### src/rtl/mavps_pkg.sv
package mavps_pkg;

	// window geometry
	localparam int WINDOW_LEN = 900;
	localparam int PTR_W      = (WINDOW_LEN > 1) ? $clog2(WINDOW_LEN) : 1;
	localparam int CNT_W      = $clog2(WINDOW_LEN + 1);

	// field widths
	localparam int SAMPLE_W = 18;
	localparam int PEAK_W   = 17;
	localparam int MARGIN_W = 16;
	localparam int HYST_W   = 16;
	localparam int THR_W    = 20;

	// running sum holds WINDOW_LEN signed samples
	localparam int SUM_W  = SAMPLE_W + CNT_W;
	localparam int ITER_W = $clog2(SUM_W);

	// constants
	localparam logic [PEAK_W-1:0]   MIN_PEAK_W       = PEAK_W'(2500);
	localparam logic [PEAK_W-1:0]   RST_MONTHLY_PEAK = PEAK_W'(2500);
	localparam logic [MARGIN_W-1:0] RST_BUFFER       = MARGIN_W'(100);
	localparam logic [HYST_W-1:0]   RST_HYST         = HYST_W'(50);

	// item commands
	localparam logic CMD_SAMPLE = 1'b0;
	localparam logic CMD_CLEAR  = 1'b1;

	// register map
	typedef enum logic [1:0] {
		REG_MONTHLY_PEAK  = 2'd0,
		REG_BUFFER_MARGIN = 2'd1,
		REG_HYSTERESIS    = 2'd2
	} reg_idx_t;

	// divider status towards the sequencer
	typedef struct packed {
		logic busy;
		logic done;
	} div_status_t;

endpackage

### src/rtl/mavps_div.sv
module mavps_div (
	input  logic                         clk,
	input  logic                         arst_n,
	input  logic                         start,
	input  logic [mavps_pkg::SUM_W-1:0]  dividend,
	input  logic [mavps_pkg::CNT_W-1:0]  divisor,
	output mavps_pkg::div_status_t       status,
	output logic [mavps_pkg::SUM_W-1:0]  quotient
);

	logic                          busy_q;
	logic                          done_q;
	logic [mavps_pkg::ITER_W-1:0]  iter_q;
	logic [mavps_pkg::CNT_W-1:0]   rem_q;
	logic [mavps_pkg::SUM_W-1:0]   dq_q;
	logic [mavps_pkg::CNT_W-1:0]   dvs_q;

	logic [mavps_pkg::CNT_W:0]     trial;
	logic [mavps_pkg::CNT_W:0]     diff;
	logic                          ge;

	// restoring step, one quotient bit a cycle
	always_comb begin
		trial = {rem_q, dq_q[mavps_pkg::SUM_W-1]};
		diff  = trial - {1'b0, dvs_q};
		ge    = (trial >= {1'b0, dvs_q});
	end

	always_ff @(posedge clk or negedge arst_n) begin
		if (!arst_n) begin
			busy_q <= 1'b0;
			done_q <= 1'b0;
			iter_q <= '0;
		end else begin
			done_q <= 1'b0;
			if (start) begin
				busy_q <= 1'b1;
				iter_q <= mavps_pkg::ITER_W'(mavps_pkg::SUM_W - 1);
			end else if (busy_q) begin
				iter_q <= iter_q - 1'b1;
				if (iter_q == '0) begin
					busy_q <= 1'b0;
					done_q <= 1'b1;
				end
			end
		end
	end

	always_ff @(posedge clk) begin
		if (start) begin
			dq_q  <= dividend;
			rem_q <= '0;
			dvs_q <= divisor;
		end else if (busy_q) begin
			rem_q <= ge ? diff[mavps_pkg::CNT_W-1:0] : trial[mavps_pkg::CNT_W-1:0];
			dq_q  <= {dq_q[mavps_pkg::SUM_W-2:0], ge};
		end
	end

	assign status.busy = busy_q;
	assign status.done = done_q;
	assign quotient    = dq_q;

endmodule

### config.mk
export PLATFORM = sky130hd
export DESIGN_NAME = mavps_div
export DESIGN_NICKNAME = d
export VERILOG_FILES = /design/src/rtl/mavps_pkg.sv /design/src/rtl/mavps_div.sv
export SDC_FILE = /design/constraint.sdc
export NUM_CORES = 1
export LEC_CHECK = 0
export ABC_AREA = 1
export CAP_MARGIN = 15
export CORE_ASPECT_RATIO = 0.9
export CORE_MARGIN = 4
export CORE_UTILIZATION = 55
export DETAILED_ROUTE_END_ITERATION = 10
export DONT_BUFFER_PORTS = 1
export GPL_ROUTABILITY_DRIVEN = 0
export PLACE_DENSITY = 0.73
export SYNTH_ARGS = -nofsm -noshare
export SYNTH_HDL_FRONTEND = slang
export SYNTH_SLANG_ARGS = --single-unit
### constraint.sdc
create_clock -name clk -period 1.7 [get_ports clk]
set_clock_uncertainty 0.15 [all_clocks]
set_input_delay 0.085 -clock clk [delete_from_list [all_inputs] [get_ports clk]]
set_output_delay 0.085 -clock clk [all_outputs]
set_load 0.005 [all_outputs]
## Yosys cells after proc, flatten, opt, wreduce, memory -nomap -nowiden

Cells that the tools add are included.

| word-level totals | value |
|---|---|
| register bits after elaboration | 55 |
| input port bits | 41 |
| logic and storage cells | 22 |

| cells by class | value |
|---|---|
| $add $sub $neg | 2 |
| order comparisons | 1 |
| multiplexer cells | 11 |
| reductions and logical operators | 2 |

Operators by type and width:

| operator | count |
|---|---|
| $mux W28 | 2 |
| $ge A11 B10 Y1 | 1 |
| $mux W10 | 1 |
| $mux W5 | 2 |
| $sub A10 B10 Y10 | 1 |
| $mux W1 | 6 |
| $logic_not A5 Y1 | 1 |
| $sub A5 B1 Y5 const B | 1 |
| $reduce_bool A2 Y1 | 1 |

## Logic depth before layout (Yosys ltp)

Gate-level depths: netlist of the first run.

| depth | value |
|---|---|
| depth in word-level cells | 4 |
| mapped depth | 13 |
| gate-level depth less buffers | 13 |

## Least setup slack after synthesis of the first run

Ideal clock, no wire load.

| timing path | value |
|---|---|
| path type | flip-flop to flip-flop |
| start point | reg dq_q (netlist bit quotient[27]) |
| end point | reg rem_q[8] in the netlist's numbering |
| library setup time | 0.113 ns |
| arrival | 1.630 ns |
| required time | 1.437 ns |
| slack | -0.193 ns |
| stages on the path, launching flop included | 13 |
| clock period less this slack | 1.893 ns |
| cells stage by stage | edfxtp_1 -> inv_1 -> ha_1 -> inv_1 -> fa_1 -> nand3_1 -> nand3_1 -> nand3_1 -> nand3_1 -> nand2_1 -> nand2_1 -> nand3_1 -> nand2_1 |

| between the ends | value |
|---|---|
| cells in the longest elaborated chain, start to end | 2 |

Ends and longest elaborated chain:

| what | line | source |
|---|---|---|
| from (decl) | mavps_div.sv:15 | `logic [mavps_pkg::SUM_W-1:0] dq_q;` |
| from (signal assigned) | mavps_div.sv:51 | `dq_q <= dividend;` |
| from (signal assigned) | mavps_div.sv:56 | `dq_q <= {dq_q[mavps_pkg::SUM_W-2:0], ge};` |
| $sub A10 B10 Y10 or $ge A11 B10 Y1 (tied branches) | mavps_div.sv:25, mavps_div.sv:26 |  |
| $mux W10 * | mavps_div.sv:55 | `rem_q <= ge ? diff[mavps_pkg::CNT_W-1:0] : trial[mavps_pkg::CNT_W-1:0];` |
| to (signal assigned) | mavps_div.sv:55 |  |
| to (decl) | mavps_div.sv:14 | `logic [mavps_pkg::CNT_W-1:0] rem_q;` |

Every way passes the cells marked *; elsewhere a longest branch is shown, timed or not.
A chain may end at the register's enable or synchronous reset.

## Final worst setup path of the first run

| timing path | value |
|---|---|
| start point | reg dq_q (netlist bit quotient[27]) |
| end point | reg rem_q[4] in the netlist's numbering |

The elaborated chain is that of the path after synthesis.

==> results.ini, run 1 <==
[detailed_routing]
drc=0
drt_pass1_iterations=5
drt_iter0_drc=211
ant_nets=0
vias_per_cell=5.45
via_count=2697
finalWirelength_mm=8.59
drt-wirelength-per-cell_um=17.3

[worst_setup_path]
critPathRequiredTime_ns=1.77
critical_path.endpoint_type=register
setup.worst_path.start_class=register
setup_crit_path_kind=register to register
critPathMaxFanout=3
timing.critical_path.arrival_ns=2.00

[clock_network]
cts-root-to-sink-buffers=2
cts.root.buffer_cell=sky130_fd_sc_hd__clkbuf_8
maximum_level_of_the_cts_h_tree=2
clock_insertion_delay_worst_skew_ns=0.32
clkTransAtPathRegs_ns=0.11
tritoncts=done
cts.sinks=55
cts-buffers-inserted=5

[timing]
period_needed_ns=1.94
maxClockFrequency_mhz=516
timing.final.max_slew_violations=0
setup-violations-final=11
timing.max_slew.rel_slack_pct=77.7
setup_repair_after_global_routing_missed_its_margin=true
final_min_period_over_clock_period_pct=114
finalWorstSetupSlack_ns=-0.236
least_margin_pin_slew_ns=0.334
final.setup.tns_ns=-2.06
finalHoldViolations=0

[final_layout]
n_diodes=0
fin_util_pct=79.6
syn2layout_area_growth_pct=40.4
fillCellCount=313
nNetsFinal=481
non_filler_cells_in_the_finished_layout=495
drive_above_1_share_pct=27.8

[global_route]
globalRouteTotalUtil_pct=24.4
grt_overflow_total=0
grt_max_degree=44
vias_in_the_first_global_route=2646
grt_antenna_before_repair=0
global_route_wire_length_before_repair_mm=12.7

[die]
die_height_um=77.8
pin_count=71
die-width_um=85.6
initial_utilization_pct=56.7
dieArea_mm2=0.00666
core_area_mm2=0.00526
placementRows=25

[place]
numPlacedInstances=431
dp_hpwl_mm=4.57
buffer_ports.inserted=0

[synthesis]
number_of_enable_type_register_cells_in_the_synthesized_netlist=38
count_leader_synth=sky130_fd_sc_hd__nand2_1
count_of_different_cell_masters_after_synthesis=33
synthDominantCellAreaShare_pct=38.3
ys_seq_elements=55
ys_top_cells_by_area=sky130_fd_sc_hd__edfxtp_1, sky130_fd_sc_hd__nand2_1, sky130_fd_sc_hd__dfxtp_1
synth.net_count=398
post_synth.cell_area_avg_um2=8.66
async_flop_share_pct=12.7
synth-seq-area-share_pct=50.9
synthesis.area_mm2=0.00298
synth_top_area_cell=sky130_fd_sc_hd__edfxtp_1
synthesis.yosys.warnings=0
ys_top_cells_by_count=sky130_fd_sc_hd__nand2_1, sky130_fd_sc_hd__inv_1, sky130_fd_sc_hd__edfxtp_1
syn_inst=344
synth_top_flop_cell=sky130_fd_sc_hd__edfxtp_1

[power_and_ir_drop]
vdd_drop_max_uv=688
finalPower_mw=5.97
power_density_mw_per_mm2=1430
leakagePower_nw=2.00

[status]
violated_checks=setup timing
outcome=finished, violations left

[min_path]
hold_path.class=primary input to register

[flow_run]
number_of_maximum_capacitance_constraint_violations=0

stage by stage:
step,setup WS [ns],hold WS (ns),cell area (um^2)
2_1_floorplan,-0.0650,-0.361,3060
3_3_place_gp,-0.134,-0.360,3320
3_5_place_dp,-0.191,-0.360,3320
6_report,-0.236,0.239,4180
5_1_grt,-0.363,0.229,4180
4_1_cts,-0.127,0.221,4030
cell type report:
cell class                      instances  area (um^2)  share of cell area [%]
Sequential cell                        55         1520                    36.2
Multi-Input combinational cell        237         1510                    36.2
Timing Repair Buffer                   86          813                    19.4
Inverter                               42          160                    3.83
Tap cell                               67         83.8                    2.00
Clock buffer                            5         68.8                    1.64
Clock inverter                          3         27.5                   0.658
state kept, by name (all words and copies together) (netlist names):
register and cells:
done_q 1, busy_q 1, iter_q 5, quotient 28, dvs_q 10, rem_q 10
final timing paths:
kind,from,to,slack (ns),depth (start not counted)
max in group asynchronous,arst_n,iter_q[1],0.69,2
worst max register to register,quotient[27],rem_q[4],-0.24,10
worst max-delay path,quotient[27],rem_q[4],-0.24,10
worst min-delay path,divisor[9],dvs_q[9],0.24,1
min in group asynchronous,arst_n,iter_q[2],0.47,2
worst min register to register,iter_q[3],iter_q[3],0.35,1
worst max-delay path, cell delays in order (launching register included):
cell                       delay [ns]
sky130_fd_sc_hd__edfxtp_1        0.43
sky130_fd_sc_hd__inv_2           0.11
sky130_fd_sc_hd__ha_4            0.14
sky130_fd_sc_hd__inv_4           0.04
sky130_fd_sc_hd__fa_2            0.37
sky130_fd_sc_hd__nand3_4         0.09
sky130_fd_sc_hd__nand3_4         0.08
sky130_fd_sc_hd__xnor2_1         0.21
sky130_fd_sc_hd__nand2_1         0.08
sky130_fd_sc_hd__nand3_1         0.08
sky130_fd_sc_hd__o21ai_1         0.06
routing by layer:
metal	track usage, %	routed length (um)
met5	0	0
met4	7.44	188
met3	5.84	560
met2	41.3	4460
met1	30.8	3370
placed cells by master (no fill, tap or decap), drive strengths merged, types with 3 or more instances in the layout:
master / netlist / final
inv: 42 / 43
edfxtp: 38 / 38
dlygate4sd3: 0 / 41
nand3b: 6 / 6
ha: 12 / 12
a21oi: 8 / 8
xnor2: 3 / 3
o21ai: 9 / 9
clkbuf: 7 / 5
nand2: 151 / 153
nor2: 16 / 16
buf: 5 / 45
dfxtp: 10 / 10
dfrtp: 7 / 7
nand3: 23 / 23
where the power goes:
| group | internal [mW] | total (mW) | switching (mW) | leakage, nW |
|---|---|---|---|---|
| Combinational | 1.61 | 3.34 | 1.72 | 1.39 |
| Clock | 0.303 | 0.769 | 0.466 | 0.0463 |
| Sequential | 1.66 | 1.87 | 0.207 | 0.563 |
timing repair:
action / in CTS / in global routing
hold endpoints to repair: 70 / 0
hold buffers: 42 / 0
pin swaps: 9 / 13
gates cloned: 1 / 1
setup endpoints to repair: 11 / 11
resized for setup: 20 / 29
setup buffers: 7 / 6
cell families after synthesis:
group | count (synthesis) | synth area share (%)
AND/OR/NAND/NOR | 199 | 30.2
flip-flops | 55 | 50.9
buffers and inverters | 54 | 8.23
AO/OA/AOI/OAI | 20 | 4.07
adder cells (fa/ha/maj) | 13 | 5.71
XOR/XNOR | 3 | 0.882
Note: power is estimated with default switching activity, not from simulation.
==> run 2: changes to the inputs <==
Settings changed: ABC_CLOCK_PERIOD_IN_PS from default to 1700, CORE_ASPECT_RATIO 0.9 to 0.75.
==> run 2 against run 1 <==
  * The run still ends with setup timing left
  * Hold slack got worse by 0.13 ns
  * Clock-buffer cell count is the same
  * Die area increased by 0.15%
  * First-iteration DRC count down 9.0%
  * Critical path depth up 1
  * Clock power is 2% higher
  * Core utilization grew 2.5 points
==> results.ini, run 2 (synthesis results as in run 1) <==
[status]
outcome=finished, violations left
violated_checks=setup timing

[final_layout]
nNetsFinal=475  ; -1.2%
fillCellCount=280  ; -11%
largest_reg_flops=28  ; unchanged
drive_above_1_share_pct=28.2  ; +0.40 points
final_common_cell=sky130_fd_sc_hd__nand2_1
syn2layout_area_growth_pct=39.6
fin_util_pct=82.1  ; +2.5 points
n_diodes=0  ; unchanged
mostFrequentLayoutCells=sky130_fd_sc_hd__nand2_1, sky130_fd_sc_hd__dlygate4sd3_1, sky130_fd_sc_hd__edfxtp_1

[die]
placementRows=22  ; -12%
die_height_um=71.7  ; -7.8%
die-width_um=93.0  ; +8.6%
dieArea_mm2=0.00667  ; +0.15%
core_area_mm2=0.00506  ; -3.6%
pin_count=71  ; unchanged
initial_utilization_pct=58.8  ; +2.1 points

[global_route]
grt_max_degree=43  ; -2.3%
global_route_wire_length_before_repair_mm=12.2  ; -3.8%
globalRouteTotalUtil_pct=23.0  ; -1.4 points
grt_overflow_total=0  ; unchanged
vias_in_the_first_global_route=2524  ; -4.6%
grt_antenna_before_repair=0  ; unchanged

[detailed_routing]
ant_nets=0  ; unchanged
drt_pass1_iterations=5  ; unchanged
via_count=2571  ; -4.7%
drt_iter0_drc=192  ; -9.0%
drt-wirelength-per-cell_um=15.5  ; -11%
vias_per_cell=5.20  ; -4.5%
drc=0  ; unchanged
finalWirelength_mm=7.65  ; -11%

[power_and_ir_drop]
seq_power_share_pct=32.2  ; +1.0 points
share_comb_of_total_power_pct=54.2  ; -1.7 points
power_density_mw_per_mm2=1390  ; -2.8%
p_sw_share_pct=39.3  ; -0.87 points
vdd_drop_max_uv=893  ; +30%
leakagePower_nw=1.99  ; -0.56%
finalPower_mw=5.77  ; -3.3%
power.clock.fraction_pct=13.6  ; +0.7 points
power_switching_mw=2.27  ; -5.4%
internal_power_mw=3.51  ; -1.9%

[clock_network]
tritoncts=done
cts-buffers-inserted=5  ; unchanged
cts.root.buffer_cell=sky130_fd_sc_hd__clkbuf_8
clock_insertion_delay_worst_skew_ns=0.32  ; about the same
clkTransAtPathRegs_ns=0.12  ; about the same
cts.sinks=55  ; unchanged
cts-root-to-sink-buffers=2  ; unchanged
maximum_level_of_the_cts_h_tree=2  ; unchanged

[place]
dp_hpwl_mm=4.47  ; -2.2%
buffer_ports.inserted=0  ; unchanged

[timing]
least_margin_pin_slew_ns=0.457  ; +0.124 ns
timing.max_slew.rel_slack_pct=69.5  ; -8.2 points
period_needed_ns=1.96  ; +0.0215 ns
timing.final.max_slew_violations=0  ; unchanged
finalHoldViolations=0  ; unchanged
setup_repair_after_global_routing_missed_its_margin=true
final_min_period_over_clock_period_pct=115  ; +1.3 points
final.setup.tns_ns=-1.75  ; +0.316 ns
maxClockFrequency_mhz=511  ; -1.1%
setup-violations-final=11  ; unchanged
finalWorstSetupSlack_ns=-0.258  ; -0.0215 ns

[worst_setup_path]
critPathMaxFanout=3  ; unchanged
critical_path.reg2reg.startpoint=quotient[27]
critPathRequiredTime_ns=1.76  ; about the same
cp_top_family=adder cells
critical_path.endpoint_type=register
timing.critical_path.buf_inv=3  ; +1
cell_breakdown_of_the_critical_path=inv_2 -> ha_4 -> inv_4 -> fa_2 -> nand3_2 -> nand3_4 -> buf_4 -> xnor2_2 -> nand2_1 -> nand3_1 -> o21ai_1
critical_path_depth=11  ; +1
reg2regPathDepth=11  ; +1
cp_slowest_stage_delay_ns=0.44  ; about the same
cp_slowest_cell=sky130_fd_sc_hd__edfxtp_1
cp-startpoint=quotient[27]
setup.worst_path.start_class=register
setup_crit_path_kind=register to register
timing.critical_path.arrival_ns=2.02  ; +0.02 ns

[min_path]
worst_hold_startpoint=start
hold_path_depth=3  ; +2
hold_path.class=primary input to register

[flow_run]
number_of_maximum_capacitance_constraint_violations=0  ; unchanged

## run 2: cell types whose count changed in the layout (fill, tap and decap cells not counted), sizes merged
cell | before | now
clkinv | 1 | 2
clkinvlp | 1 | 0
buf | 45 | 39
## run 2: timing repair
action	in CTS	in global routing
setup buffers	6	3
hold buffers	42	0
hold endpoints to repair	66	0
endpoints found under the setup margin	11	11
gates cloned	2	0
pin swaps	15	9
resized for setup	23	26
## run 2: area by class of cell
class	instances	area [um^2]	share of cell area, %
inverters	42	160	3.85
flip-flops and latches	55	1520	36.5
clock inverters	3	28.8	0.692
clock buffers	5	68.8	1.65
multi-input cells	237	1530	36.7
well taps	72	90.1	2.17
repair buffers	80	769	18.5
## run 2: power by group through the flow
stage	logic, mW	clock network (mW)	registers [mW]
2_1_floorplan	1.58	0	1.82
3_3_place_gp	2.23	0	1.85
3_5_place_dp	2.27	0	1.85
4_1_cts	2.78	0.788	1.85
5_1_grt	3.39	0.852	1.88
6_report	3.13	0.786	1.86
## run 2: layer usage
metal	track usage [%]	part of all wire (%)	routed length, um	vias to the layer above
met2	38.9	50	3800	88
li1	-	-	-	1257
met4	4.55	1.3	96	0
met1	30.7	43	3260	1214
met3	5.04	6.4	489	12
met5	0	0	0	-
## run 2: through the flow
stage / instances / area [um^2] / setup WS, ns / hold slack (ns)
floorplan: 344 / 3060 / -0.0650 / -0.361
global placement: 433 / 3310 / -0.189 / -0.360
detailed placement: 433 / 3310 / -0.215 / -0.360
CTS: 491 / 4050 / -0.166 / 0.106
global route: 494 / 4160 / -0.332 / 0.147
finish: 494 / 4160 / -0.258 / 0.108
## run 2: path summary, 6_finish.rpt
kind,endpoint,slack (ns)
min,quotient[15],0.11
max in group asynchronous,iter_q[1],0.69
min in group asynchronous,done_q,0.47
max reg2reg,rem_q[4],-0.26
max,rem_q[4],-0.26
min reg2reg,iter_q[2],0.35
## run 2: worst reg2reg max path: stages, from the launching register on
cell and delay (ns):
sky130_fd_sc_hd__edfxtp_1 0.44, sky130_fd_sc_hd__inv_2 0.11, sky130_fd_sc_hd__ha_4 0.14, sky130_fd_sc_hd__inv_4 0.04, sky130_fd_sc_hd__fa_2 0.35, sky130_fd_sc_hd__nand3_2 0.09, sky130_fd_sc_hd__nand3_4 0.10, sky130_fd_sc_hd__buf_4 0.16
sky130_fd_sc_hd__xnor2_2 0.12, sky130_fd_sc_hd__nand2_1 0.06, sky130_fd_sc_hd__nand3_1 0.06, sky130_fd_sc_hd__o21ai_1 0.05
